**src/rcnl_pkg.sv**
```systemverilog
`timescale 1ns / 1ps

package rcnl_pkg;

    // Fixed widths of the request, result and configuration fields.
    localparam int ROW_W   = 16;
    localparam int CNT_W   = 32;
    localparam int RC_W    = 17;

    localparam logic [RC_W-1:0]  RC_RESET  = 17'h10000;
    localparam logic [CNT_W-1:0] CNT_MAX   = 32'hFFFF_FFFF;

    // Request codes.
    localparam logic REQ_ACCESS    = 1'b0;
    localparam logic REQ_NEW_IMAGE = 1'b1;

    // The line index takes two steps: a reciprocal multiply for the quotient,
    // then the remainder from a constant multiply and a subtract.
    localparam int MOD_DIGITS = 2;
    localparam int MOD_DIG_W  = (MOD_DIGITS > 1) ? $clog2(MOD_DIGITS) : 1;

    typedef enum logic [2:0] {
        ST_IDLE,
        ST_MOD,
        ST_DEMAND,
        ST_PREFETCH,
        ST_FLUSH,
        ST_FINISH
    } state_t;

    typedef struct packed {
        logic                 capture;
        logic                 mod_step;
        logic [MOD_DIG_W-1:0] mod_digit;
        logic                 demand;
        logic                 prefetch;
        logic                 flush;
        logic                 load;
    } cmd_t;

    typedef struct packed {
        logic pf_ok;
    } stat_t;

endpackage

```
**src/rcnl_ram.sv**
```systemverilog
`timescale 1ns / 1ps

module rcnl_ram #(
    parameter int WIDTH = 16,
    parameter int DEPTH = 3
) (
    input  logic                                   clk,
    input  logic                                   we,
    input  logic [((DEPTH > 1) ? $clog2(DEPTH) : 1)-1:0] waddr,
    input  logic [WIDTH-1:0]                       wdata,
    input  logic [((DEPTH > 1) ? $clog2(DEPTH) : 1)-1:0] raddr,
    output logic [WIDTH-1:0]                       rdata
);

    logic [WIDTH-1:0] mem_reg [DEPTH];
    logic [WIDTH-1:0] rdata_reg;

    // Read-first: a read and a write to the same entry return the old data.
    always_ff @(posedge clk)
    begin
        if (we)
        begin
            mem_reg[waddr] <= wdata;
        end
        rdata_reg <= mem_reg[raddr];
    end

    assign rdata = rdata_reg;

endmodule

```
**src/rcnl_ctrl.sv**
```systemverilog
`timescale 1ns / 1ps

module rcnl_ctrl (
    input  logic              clk,
    input  logic              rst_n,
    input  logic              in_valid,
    output logic              in_stall,
    input  logic              req_type,
    output logic              out_valid,
    input  logic              out_stall,
    input  rcnl_pkg::stat_t   stat,
    output rcnl_pkg::cmd_t    cmd
);

    rcnl_pkg::state_t                 state_reg;
    rcnl_pkg::state_t                 state_next;
    logic [rcnl_pkg::MOD_DIG_W-1:0]   digit_reg;
    logic [rcnl_pkg::MOD_DIG_W-1:0]   digit_next;
    logic                             out_valid_reg;
    logic                             out_valid_next;
    logic                             mod_last;

    assign mod_last = (digit_reg == rcnl_pkg::MOD_DIG_W'(rcnl_pkg::MOD_DIGITS - 1));

    always_ff @(posedge clk or negedge rst_n)
    begin
        if (!rst_n)
        begin
            state_reg     <= rcnl_pkg::ST_IDLE;
            digit_reg     <= '0;
            out_valid_reg <= 1'b0;
        end
        else
        begin
            state_reg     <= state_next;
            digit_reg     <= digit_next;
            out_valid_reg <= out_valid_next;
        end
    end

    always_comb
    begin
        state_next     = state_reg;
        digit_next     = digit_reg;
        out_valid_next = out_valid_reg && out_stall;
        cmd            = '0;
        cmd.mod_digit  = digit_reg;
        in_stall       = 1'b1;

        unique case (state_reg)
            rcnl_pkg::ST_IDLE:
            begin
                in_stall = 1'b0;
                if (in_valid)
                begin
                    cmd.capture = 1'b1;
                    digit_next  = '0;
                    if (req_type == rcnl_pkg::REQ_NEW_IMAGE)
                    begin
                        state_next = rcnl_pkg::ST_FLUSH;
                    end
                    else
                    begin
                        state_next = rcnl_pkg::ST_MOD;
                    end
                end
            end
            rcnl_pkg::ST_MOD:
            begin
                cmd.mod_step = 1'b1;
                if (mod_last)
                begin
                    digit_next = '0;
                    state_next = rcnl_pkg::ST_DEMAND;
                end
                else
                begin
                    digit_next = digit_reg + 1'b1;
                end
            end
            rcnl_pkg::ST_DEMAND:
            begin
                cmd.demand = 1'b1;
                if (stat.pf_ok)
                begin
                    state_next = rcnl_pkg::ST_PREFETCH;
                end
                else
                begin
                    state_next = rcnl_pkg::ST_FINISH;
                end
            end
            rcnl_pkg::ST_PREFETCH:
            begin
                cmd.prefetch = 1'b1;
                state_next   = rcnl_pkg::ST_FINISH;
            end
            rcnl_pkg::ST_FLUSH:
            begin
                cmd.flush  = 1'b1;
                state_next = rcnl_pkg::ST_FINISH;
            end
            rcnl_pkg::ST_FINISH:
            begin
                if (!out_valid_reg || !out_stall)
                begin
                    cmd.load       = 1'b1;
                    out_valid_next = 1'b1;
                    state_next     = rcnl_pkg::ST_IDLE;
                end
            end
            default:
            begin
                state_next = rcnl_pkg::ST_IDLE;
            end
        endcase
    end

    assign out_valid = out_valid_reg;

endmodule

```
**src/rcnl_datapath.sv**
```systemverilog
`timescale 1ns / 1ps

module rcnl_datapath #(
    parameter int NUM_LINES = 3,
    parameter int ROW_BITS  = 16
) (
    input  logic                          clk,
    input  logic                          rst_n,
    input  rcnl_pkg::cmd_t                cmd,
    output rcnl_pkg::stat_t               stat,
    input  logic [rcnl_pkg::ROW_W-1:0]    row_index,
    input  logic                          cfg_we,
    input  logic [rcnl_pkg::RC_W-1:0]     cfg_wdata,
    output logic                          demand_hit,
    output logic                          prefetch_issued,
    output logic                          prefetch_hit,
    output logic [rcnl_pkg::CNT_W-1:0]    hits_total,
    output logic [rcnl_pkg::CNT_W-1:0]    misses_total
);

    localparam int SLOT_W = (NUM_LINES > 1) ? $clog2(NUM_LINES) : 1;
    localparam int TAG_W  = (ROW_BITS < rcnl_pkg::ROW_W) ? ROW_BITS : rcnl_pkg::ROW_W;
    localparam logic [rcnl_pkg::ROW_W-1:0] ROW_MASK = (ROW_BITS >= rcnl_pkg::ROW_W) ?
        16'hFFFF : 16'((1 << ROW_BITS) - 1);
    localparam int unsigned SPAN_INT = (ROW_BITS >= rcnl_pkg::RC_W) ?
        131071 : (1 << ROW_BITS);
    localparam logic [rcnl_pkg::RC_W-1:0] SPAN_CLIP = 17'(SPAN_INT);
    localparam logic [SLOT_W-1:0] LAST_SLOT = SLOT_W'(NUM_LINES - 1);

    // Reciprocal of the line count, exact for every row of ROW_W bits.
    localparam int LINE_BITS = $clog2(NUM_LINES);
    localparam int RECIP_SH  = rcnl_pkg::ROW_W + LINE_BITS;
    localparam int PROD_W    = 2 * rcnl_pkg::ROW_W + 1;
    localparam logic [rcnl_pkg::ROW_W:0] RECIP = (rcnl_pkg::ROW_W + 1)'(
        ((longint'(1) << RECIP_SH) + longint'(NUM_LINES) - 1) / longint'(NUM_LINES));
    localparam logic [rcnl_pkg::ROW_W-1:0] LINES_ROW = (rcnl_pkg::ROW_W)'(NUM_LINES);

    // Control state.
    logic [rcnl_pkg::RC_W-1:0]  row_count_reg;
    logic [NUM_LINES-1:0]       valid_reg;
    logic [NUM_LINES-1:0]       valid_next;
    logic [rcnl_pkg::CNT_W-1:0] hit_cnt_reg;
    logic [rcnl_pkg::CNT_W-1:0] hit_cnt_next;
    logic [rcnl_pkg::CNT_W-1:0] miss_cnt_reg;
    logic [rcnl_pkg::CNT_W-1:0] miss_cnt_next;

    // Working payload.
    logic [rcnl_pkg::ROW_W-1:0] row_reg;
    logic [rcnl_pkg::ROW_W-1:0] quot_reg;
    logic [SLOT_W-1:0]          rem_reg;
    logic                       dh_reg;
    logic                       pi_reg;
    logic                       ph_reg;
    logic                       dh_out_reg;
    logic                       pi_out_reg;
    logic                       ph_out_reg;
    logic [rcnl_pkg::CNT_W-1:0] hits_out_reg;
    logic [rcnl_pkg::CNT_W-1:0] misses_out_reg;

    logic [PROD_W-1:0]            recip_prod;
    logic [rcnl_pkg::ROW_W-1:0]   quot_calc;
    logic [rcnl_pkg::ROW_W-1:0]   quot_mul;
    logic [rcnl_pkg::ROW_W-1:0]   rem_full;
    logic [SLOT_W-1:0]            rem_acc;
    logic [SLOT_W-1:0]            pf_slot;
    logic [rcnl_pkg::RC_W-1:0]    next_row;
    logic [rcnl_pkg::RC_W-1:0]    bound;
    logic [TAG_W-1:0]             row_tag;
    logic [TAG_W-1:0]             next_tag;
    logic [TAG_W-1:0]             rd_tag;
    logic [TAG_W-1:0]             pf_tag;
    logic                         dem_hit;
    logic                         pf_hit;
    logic                         hit_inc;
    logic                         miss_inc;
    logic                         ram_we;
    logic [SLOT_W-1:0]            ram_waddr;
    logic [TAG_W-1:0]             ram_wdata;
    logic [SLOT_W-1:0]            ram_raddr;

    // The first step registers row / NUM_LINES from a reciprocal multiply; the
    // second takes the remainder, which is the line index.
    assign recip_prod = PROD_W'(row_reg) * PROD_W'(RECIP);
    assign quot_calc  = (rcnl_pkg::ROW_W)'(recip_prod >> RECIP_SH);
    assign quot_mul   = quot_reg * LINES_ROW;
    assign rem_full   = row_reg - quot_mul;
    assign rem_acc    = rem_full[SLOT_W-1:0];

    assign pf_slot  = (rem_reg == LAST_SLOT) ? '0 : rem_reg + 1'b1;
    assign next_row = {1'b0, row_reg} + 17'd1;
    assign bound    = (row_count_reg < SPAN_CLIP) ? row_count_reg : SPAN_CLIP;
    assign stat.pf_ok = (next_row < bound);

    assign row_tag  = row_reg[TAG_W-1:0];
    assign next_tag = next_row[TAG_W-1:0];

    // With a single line the prefetch reads the entry the demand access just
    // settled, and that entry then holds the requested row.
    assign pf_tag  = (pf_slot == rem_reg) ? row_tag : rd_tag;
    assign dem_hit = valid_reg[rem_reg] && (rd_tag == row_tag);
    assign pf_hit  = valid_reg[pf_slot] && (pf_tag == next_tag);

    assign hit_inc  = (cmd.demand && dem_hit) || (cmd.prefetch && pf_hit);
    assign miss_inc = (cmd.demand && !dem_hit) || (cmd.prefetch && !pf_hit);

    assign ram_we    = miss_inc;
    assign ram_waddr = cmd.prefetch ? pf_slot : rem_reg;
    assign ram_wdata = cmd.prefetch ? next_tag : row_tag;
    assign ram_raddr = cmd.demand ? pf_slot : rem_acc;

    always_comb
    begin
        valid_next = valid_reg;
        if (cmd.flush)
        begin
            valid_next = '0;
        end
        else if (cmd.demand && !dem_hit)
        begin
            valid_next[rem_reg] = 1'b1;
        end
        else if (cmd.prefetch && !pf_hit)
        begin
            valid_next[pf_slot] = 1'b1;
        end
    end

    assign hit_cnt_next  = (hit_inc && hit_cnt_reg != rcnl_pkg::CNT_MAX) ?
                           hit_cnt_reg + 1'b1 : hit_cnt_reg;
    assign miss_cnt_next = (miss_inc && miss_cnt_reg != rcnl_pkg::CNT_MAX) ?
                           miss_cnt_reg + 1'b1 : miss_cnt_reg;

    always_ff @(posedge clk or negedge rst_n)
    begin
        if (!rst_n)
        begin
            row_count_reg <= rcnl_pkg::RC_RESET;
            valid_reg     <= '0;
            hit_cnt_reg   <= '0;
            miss_cnt_reg  <= '0;
        end
        else
        begin
            if (cfg_we)
            begin
                row_count_reg <= cfg_wdata;
            end
            valid_reg    <= valid_next;
            hit_cnt_reg  <= hit_cnt_next;
            miss_cnt_reg <= miss_cnt_next;
        end
    end

    always_ff @(posedge clk)
    begin
        if (cmd.capture)
        begin
            row_reg <= row_index & ROW_MASK;
            rem_reg <= '0;
            dh_reg  <= 1'b0;
            pi_reg  <= 1'b0;
            ph_reg  <= 1'b0;
        end
        if (cmd.mod_step)
        begin
            if (cmd.mod_digit == '0)
            begin
                quot_reg <= quot_calc;
            end
            else
            begin
                rem_reg <= rem_acc;
            end
        end
        if (cmd.demand)
        begin
            dh_reg <= dem_hit;
        end
        if (cmd.prefetch)
        begin
            pi_reg <= 1'b1;
            ph_reg <= pf_hit;
        end
        if (cmd.load)
        begin
            dh_out_reg     <= dh_reg;
            pi_out_reg     <= pi_reg;
            ph_out_reg     <= ph_reg;
            hits_out_reg   <= hit_cnt_reg;
            misses_out_reg <= miss_cnt_reg;
        end
    end

    rcnl_ram #(
        .WIDTH (TAG_W),
        .DEPTH (NUM_LINES)
    ) u_tag_ram (
        .clk   (clk),
        .we    (ram_we),
        .waddr (ram_waddr),
        .wdata (ram_wdata),
        .raddr (ram_raddr),
        .rdata (rd_tag)
    );

    assign demand_hit      = dh_out_reg;
    assign prefetch_issued = pi_out_reg;
    assign prefetch_hit    = ph_out_reg;
    assign hits_total      = hits_out_reg;
    assign misses_total    = misses_out_reg;

endmodule

```
**src/row_cache_next_line_prefetch.sv**
```systemverilog
// Tag-only direct-mapped row cache with next-row prefetch.
// Requests arrive on the input channel (in_valid, in_stall, req_type, row_index);
// each accepted beat produces exactly one result beat on the output channel
// (out_valid, out_stall, demand_hit, prefetch_issued, prefetch_hit, hits_total,
// misses_total). The row_count register is written through cfg_we/cfg_wdata and
// should only change while no request is in flight.
// An access request first finds its line index (a reciprocal multiply for the
// quotient, then the remainder), then does the demand lookup and, when row+1
// is inside the image, the prefetch lookup, both through the single tag RAM.
// The result register loads in the finish state once the output register is
// free; a new-image request clears all valid bits and then loads its result
// the same way.
// The next request is taken the cycle after the result loads, so requests are
// handled one at a time.
// The result sits in an output register, so a new request is accepted while a
// stalled result waits; that request then holds in its last step until the
// output register is free, and a stalled result beat does not change.
// Reset clears all valid bits and both counters and sets row_count to 65536.
`timescale 1ns / 1ps

module row_cache_next_line_prefetch #(
    parameter int NUM_LINES = 3,
    parameter int ROW_BITS  = 16
) (
    input  logic        clk,
    input  logic        rst_n,
    input  logic        in_valid,
    output logic        in_stall,
    input  logic        req_type,
    input  logic [15:0] row_index,
    output logic        out_valid,
    input  logic        out_stall,
    output logic        demand_hit,
    output logic        prefetch_issued,
    output logic        prefetch_hit,
    output logic [31:0] hits_total,
    output logic [31:0] misses_total,
    input  logic        cfg_we,
    input  logic [16:0] cfg_wdata
);

    // Sequencer commands and datapath status.
    rcnl_pkg::cmd_t  cmd;
    rcnl_pkg::stat_t stat;

    rcnl_ctrl u_ctrl (
        .clk       (clk),
        .rst_n     (rst_n),
        .in_valid  (in_valid),
        .in_stall  (in_stall),
        .req_type  (req_type),
        .out_valid (out_valid),
        .out_stall (out_stall),
        .stat      (stat),
        .cmd       (cmd)
    );

    // Tag RAM, valid bits, saturating counters and the result register.
    rcnl_datapath #(
        .NUM_LINES (NUM_LINES),
        .ROW_BITS  (ROW_BITS)
    ) u_datapath (
        .clk             (clk),
        .rst_n           (rst_n),
        .cmd             (cmd),
        .stat            (stat),
        .row_index       (row_index),
        .cfg_we          (cfg_we),
        .cfg_wdata       (cfg_wdata),
        .demand_hit      (demand_hit),
        .prefetch_issued (prefetch_issued),
        .prefetch_hit    (prefetch_hit),
        .hits_total      (hits_total),
        .misses_total    (misses_total)
    );

endmodule
```
**config.mk**
```make
export PLATFORM = sky130hd
export DESIGN_NAME = row_cache_next_line_prefetch
export DESIGN_NICKNAME = d
export VERILOG_FILES = /design/src/rcnl_pkg.sv /design/src/rcnl_ram.sv /design/src/rcnl_ctrl.sv /design/src/rcnl_datapath.sv /design/src/row_cache_next_line_prefetch.sv
export SDC_FILE = /design/constraint.sdc
export NUM_CORES = 1
export LEC_CHECK = 0
export BUFFER_PORTS_ARGS = -buffer_cell sky130_fd_sc_hd__buf_2
export CAP_MARGIN = 15
export CORE_MARGIN = 2
export CORE_UTILIZATION = 55
export CTS_CLUSTER_SIZE = 8
export DETAILED_ROUTE_END_ITERATION = 10
export PLACE_DENSITY = 0.77
export REMOVE_ABC_BUFFERS = 1
export SLEW_MARGIN = 40
export SYNTH_ARGS = -nofsm -noshare
export SYNTH_HDL_FRONTEND = slang
export SYNTH_SLANG_ARGS = --single-unit
```
**constraint.sdc**
```tcl
create_clock -name clk -period 4.6 [get_ports clk]
set_clock_uncertainty 0.2 [all_clocks]
set_input_delay 0.23 -clock clk [delete_from_list [all_inputs] [get_ports clk]]
set_output_delay 0.23 -clock clk [all_outputs]
set_load 0.02 [all_outputs]
```
### Word level (Yosys, flattened, before mapping)

Memories as Yosys holds them, arrays and structs flattened. A register that Yosys moved wholly into a read port is not among the register bits.
Index checks and enable logic that the tools add are counted.

* bits in registers: 192
* bits of input ports: 39
* logic and storage cells: 122
* memories: 1
* memory bits (writable): 48

* bitwise operators: 3
* $mul: 2
* reductions and logical operators: 27
* $add $sub $neg: 6
* muxes and demuxes: 45
* equal/unequal tests: 14
* order comparisons: 6

Memory list
* u_datapath.u_tag_ram.mem_reg: depth 3, bits a word 16, read ports 1, clocked after memory_dff 1, write ports 1, RTL line rcnl_ram.sv:15 `logic [WIDTH-1:0] mem_reg [DEPTH];`

Operators with widths (number)
* adder 32 x 1 -> 32 bit (second input constant): 2
* inequality test 32 bit (second input constant): 2
* equality test 16 bit: 2
* multiplier 16 x 16 -> 32 bit (second input constant): 1
* two-way mux 16 bit: 2
* two-way mux 3 bit: 8
* two-way mux 1 bit: 22
* adder 16 x 1 -> 17 bit (second input constant): 1
* less-than comparator 17 bit: 1
* less-than comparator 17 bit (second input constant): 1
* two-way mux 17 bit: 1
* multiplier 15 x 2 -> 2 bit (second input constant): 1
* one-hot mux 3 bit (5 select lines): 1
* two-way mux 2 bit: 6
* logical AND 1 bit: 11
* equality test 3 x 2 -> 1 bit (second input constant): 2
* equality test 3 bit (second input constant): 2
* less-than comparator 2 x 3 -> 1 bit (second input constant): 2
* bitwise OR 3 bit: 2
* nonzero test 2 bit: 3
* binary-select mux 1 bit (select 2 bit): 2
* demux 1 bit (select 2 bit): 2
* >= comparator 2 x 1 -> 1 bit (second input constant): 2
* zero test 1 bit: 4
* 16 further kinds: 20

### Depth between registers and ports, before layout

* depth in word-level cells: 11
* mapped depth: 18
* depth with buffers taken out: 18

### Hierarchy

A second synthesis with hierarchy kept.

* cell total of the unflattened synthesis: 1120
* area, all modules: 13484.2 um2

Modules (own cells, without submodules)
* rcnl_datapath: area an instance 11029.3 um2, cells each 964, times used 1
* rcnl_ram: area an instance 2132.0 um2, cells each 120, times used 1
* rcnl_ctrl: area an instance 322.8 um2, cells each 36, times used 1

### Worst setup path before layout

No wires, ideal clock.

* path type: register to register
* start: register u_datapath.row_reg[1] (netlist bit)
* end: register u_datapath.quot_reg[1] (netlist bit) (data pin)
* stages on the path, launching flop included: 16
* arrival: 4.443 ns
* required time: 4.140 ns
* library setup time: 0.260 ns
* path slack: -0.303 ns
* cell sequence: edfxtp_1 ha_1 xor2_1 ha_1 fa_1 fa_1 fa_1 inv_1 fa_1 inv_1 ha_1 o21ai_0 nand2b_1 nor4_1 nor3_1 xnor2_1

* word-level cells in the longest chain between the ends: 1

Ends and longest elaborated chain
* start: declaration: RTL line rcnl_datapath.sv:48 `logic [rcnl_pkg::ROW_W-1:0] row_reg;`
* start signal: assignment: RTL line rcnl_datapath.sv:158 `row_reg <= row_index & ROW_MASK;`
* multiplier 16 x 16 -> 32 bit: RTL line rcnl_datapath.sv:83 `assign recip_prod = PROD_W'(row_reg) * PROD_W'(RECIP);`
* net u_datapath.recip_prod[19]: RTL line rcnl_datapath.sv:60 `logic [PROD_W-1:0] recip_prod;`
* end signal: assignment: RTL line rcnl_datapath.sv:168 `quot_reg <= quot_calc;`
* end: declaration: RTL line rcnl_datapath.sv:49 `logic [rcnl_pkg::ROW_W-1:0] quot_reg;`

The timed path passes the listed nets, and every way through them passes these cells.
A chain may end at the register's enable or synchronous reset.

### Worst setup path in the final report

* start: register u_datapath.row_reg[10] (netlist bit)
* end: register u_datapath.quot_reg[1] (netlist bit) (data pin)

The elaborated chain is that of the path after synthesis.

==> metrics <==
DRC=0; CTS tree=done; final slew viol count=0; Clock Sinks=243; CTS H-tree lvls=2; max frequency=198 MHz; die area=25800 µm²; area occupied by multi-input gates=6520 µm²; Synth Warn #=0; setup slack after layout=-0.456 ns; initial antenna violation count=0; Worst R2R End=u_datapath.quot_reg[1]$_DFFE_PP_; Root Driver=clkbuf_16; post-synth cell types=69; Yosys top cell by area=edfxtp_1; number of enable flip-flop cells after synthesis=135; Worst-path clk slew=0.05 ns; Routability Congestion=0.930; Worst EP arrival=5.14 ns; Iter 0 DRT Violations=681; Hold EP=u_datapath.row_count_reg[9]$_DFFE_PN0P_; vias per cell=5.52; # diodes=0; NumNets Final=1540; GR Util All Layers=0.241; hold_sp=cfg_we; GRT Residual Overflow=0; top cell family by delay on the critical path=adder cells; slew margin rel.=0.476; Detailed Routing Iterations Pass 1=5; Area after DPL=14800 µm²; IO Port Bufs=107; most instantiated cells after synthesis=edfxtp_1, inv_1, ha_1; FF/Latch Area=6660 µm²; final std cells w/o fill=1708; critical register-to-register path startpoint=u_datapath.row_reg[10]$_DFFE_PP_; Primary FF master, synth=edfxtp_1; Max-cap violations=0; placed cell count=1590; Avg WL per Cell=18.8 µm; DIE WIDTH=161 µm; max layer used=met4; mapped cell area=13500 µm²; slowest CP cell=fa_1; worst skew pair latency=0.54 ns; wirelength, routed=32100 µm; Avg Cell Area, Syn=11.9 µm²; Initial Util=0.557; Core ar.=24200 µm²; hold crit path type=input pin to register; most numerous cell in the Yosys netlist=edfxtp_1; worst reg2reg setup slack=-0.46 ns; CP Capture Type=register; Final Hold Vio Count=0; post-route cell area=16700 µm²; met1 wire length=13000 µm; hpwl dp=21400 µm; R2R depth=18; final worst-path cycle share=1.10; Max Buffers Root-to-Sink=3; #FFs+latches synth=243; routed wl met3=1990 µm; largest net degree at the start of global routing=51; DR vias=9421; number of global-route vias before repair=9441; DR WL met2=15800 µm; Syn-to-layout area delta=23.8%; num ports=108; worst-path maximum fanout=12; Setup TNS Final=-0.774 ns; Async S/R FF share, synth=0.366; Area contributors post-synth=edfxtp_1, dfrtp_1, ha_1, fa_1, xnor2_1; Final min period=5.06 ns; TritonCTS buffer count=36; max reg flops=48; Mapped Cells=1131; max incr delay on CP=0.52 ns; number of fill cells=1608; Setup Viol. Count Final=2; die height=161 µm; CP Data Required Time=4.68 ns; worst path buffer plus inverter count=6; hold path depth=2; sequential element share of the synthesized area=0.494; final antenna-violating net count=0; top-area cell type share of the netlist area=0.301; cells along the critical path=buf_6 -> buf_8 -> ha_1 -> inv_1 -> fa_1 -> inv_1 -> fa_1 -> fa_1 -> inv_1 -> fa_1 -> inv_1 -> ha_1 -> nor2b_1 -> o21ai_1 -> nand2b_1 -> nor4_2 -> nor3_2 -> xnor2_1; Row Count=57; first-pass GRT wire length=48700 µm; status=finished, violations left; worst slew pin tran=0.785 ns; failing checks=setup timing; RSZ-0062 raised after global routing=yes; CP Launch Type=register; kind of critical path=register to register; share of layout cells above drive strength 1=0.236
[how the worst max path moves through the flow]
stage | start | to | slack, ns | cells past startpoint
detailed placement | u_datapath.row_reg[11]$_DFFE_PP_ | u_datapath.quot_reg[1]$_DFFE_PP_ | -0.36 | 18
finish | u_datapath.row_reg[10]$_DFFE_PP_ | u_datapath.quot_reg[1]$_DFFE_PP_ | -0.46 | 18
global route | u_datapath.row_reg[10]$_DFFE_PP_ | u_datapath.quot_reg[1]$_DFFE_PP_ | -0.54 | 18
global placement | u_datapath.row_reg[11]$_DFFE_PP_ | u_datapath.quot_reg[1]$_DFFE_PP_ | -0.25 | 18
CTS | u_datapath.row_reg[8]$_DFFE_PP_ | u_datapath.quot_reg[1]$_DFFE_PP_ | -0.17 | 18
floorplan | u_datapath.row_reg[3]$_DFFE_PP_ | u_datapath.quot_reg[1]$_DFFE_PP_ | -0.34 | 15
[routing by layer]
metal	vias to the layer above	global-route usage
li1	4359	-
met1	4618	0.316
met2	339	0.410
met3	105	0.0398
met4	0	0.0827
met5	-	0
[cell usage in the layout, fill, tap and decap left out, types with 18 or more instances in the layout]
| master | netlist | final |
|---|---|---|
| edfxtp_1 | 135 | 135 |
| inv_1 | 129 | 122 |
| buf_2 | 8 | 106 |
| nand2_1 | 92 | 91 |
| dfrtp_1 | 88 | 88 |
| xnor2_1 | 86 | 84 |
| ha_1 | 98 | 75 |
| buf_4 | 4 | 67 |
| xor2_1 | 50 | 48 |
| fa_1 | 47 | 43 |
| dlygate4sd3_1 | 0 | 40 |
| clkbuf_16 | 0 | 36 |
| nor2_1 | 36 | 35 |
| nand4_1 | 33 | 33 |
| o21ai_0 | 34 | 29 |
| nand3_1 | 27 | 27 |
| clkbuf_1 | 20 | 25 |
| and3_1 | 24 | 24 |
| ha_4 | 0 | 20 |
| dfxtp_1 | 19 | 19 |
| nor3_1 | 20 | 18 |
| mux2_2 | 18 | 18 |
[cells by family after synthesis]
logic type,Yosys count,synth area share
AO/OA/AOI/OAI,91,0.0447
XOR/XNOR,136,0.0884
adder cells (fa/ha/maj),145,0.161
buffers and inverters,166,0.0493
flip-flops,243,0.494
multiplexers,42,0.0334
AND/OR/NAND/NOR,308,0.129
[what timing repair did]
| item | in CTS | in global routing |
|---|---|---|
| hold buffers | 40 | 0 |
| resized for setup | 23 | 36 |
| hold endpoints to repair | 76 | 0 |
| setup buffers | 7 | 5 |
| pin swaps | 32 | 31 |
| setup endpoints to repair | 2 | 2 |
[stage by stage]
step	worst slack, ns	hold slack [ns]	utilization
floorplan	-0.337	-0.266	-
global placement	-0.249	0.0520	0.610
detailed placement	-0.360	0.0581	0.610
CTS	-0.173	0.0256	0.678
global route	-0.539	0.0580	0.690
finish	-0.456	0.0349	0.690
[final cells by class]
type	instances	share of cell area
clock buffers	62	0.0604
clock inverters	4	0.00300
inverters	130	0.0292
multi-input cells	722	0.390
flip-flops and latches	243	0.399
well taps	324	0.0243
repair buffers	223	0.0936
Power is not shown: default switching activity piles up to over one toggle a cycle in this logic, so the estimate is an artifact.
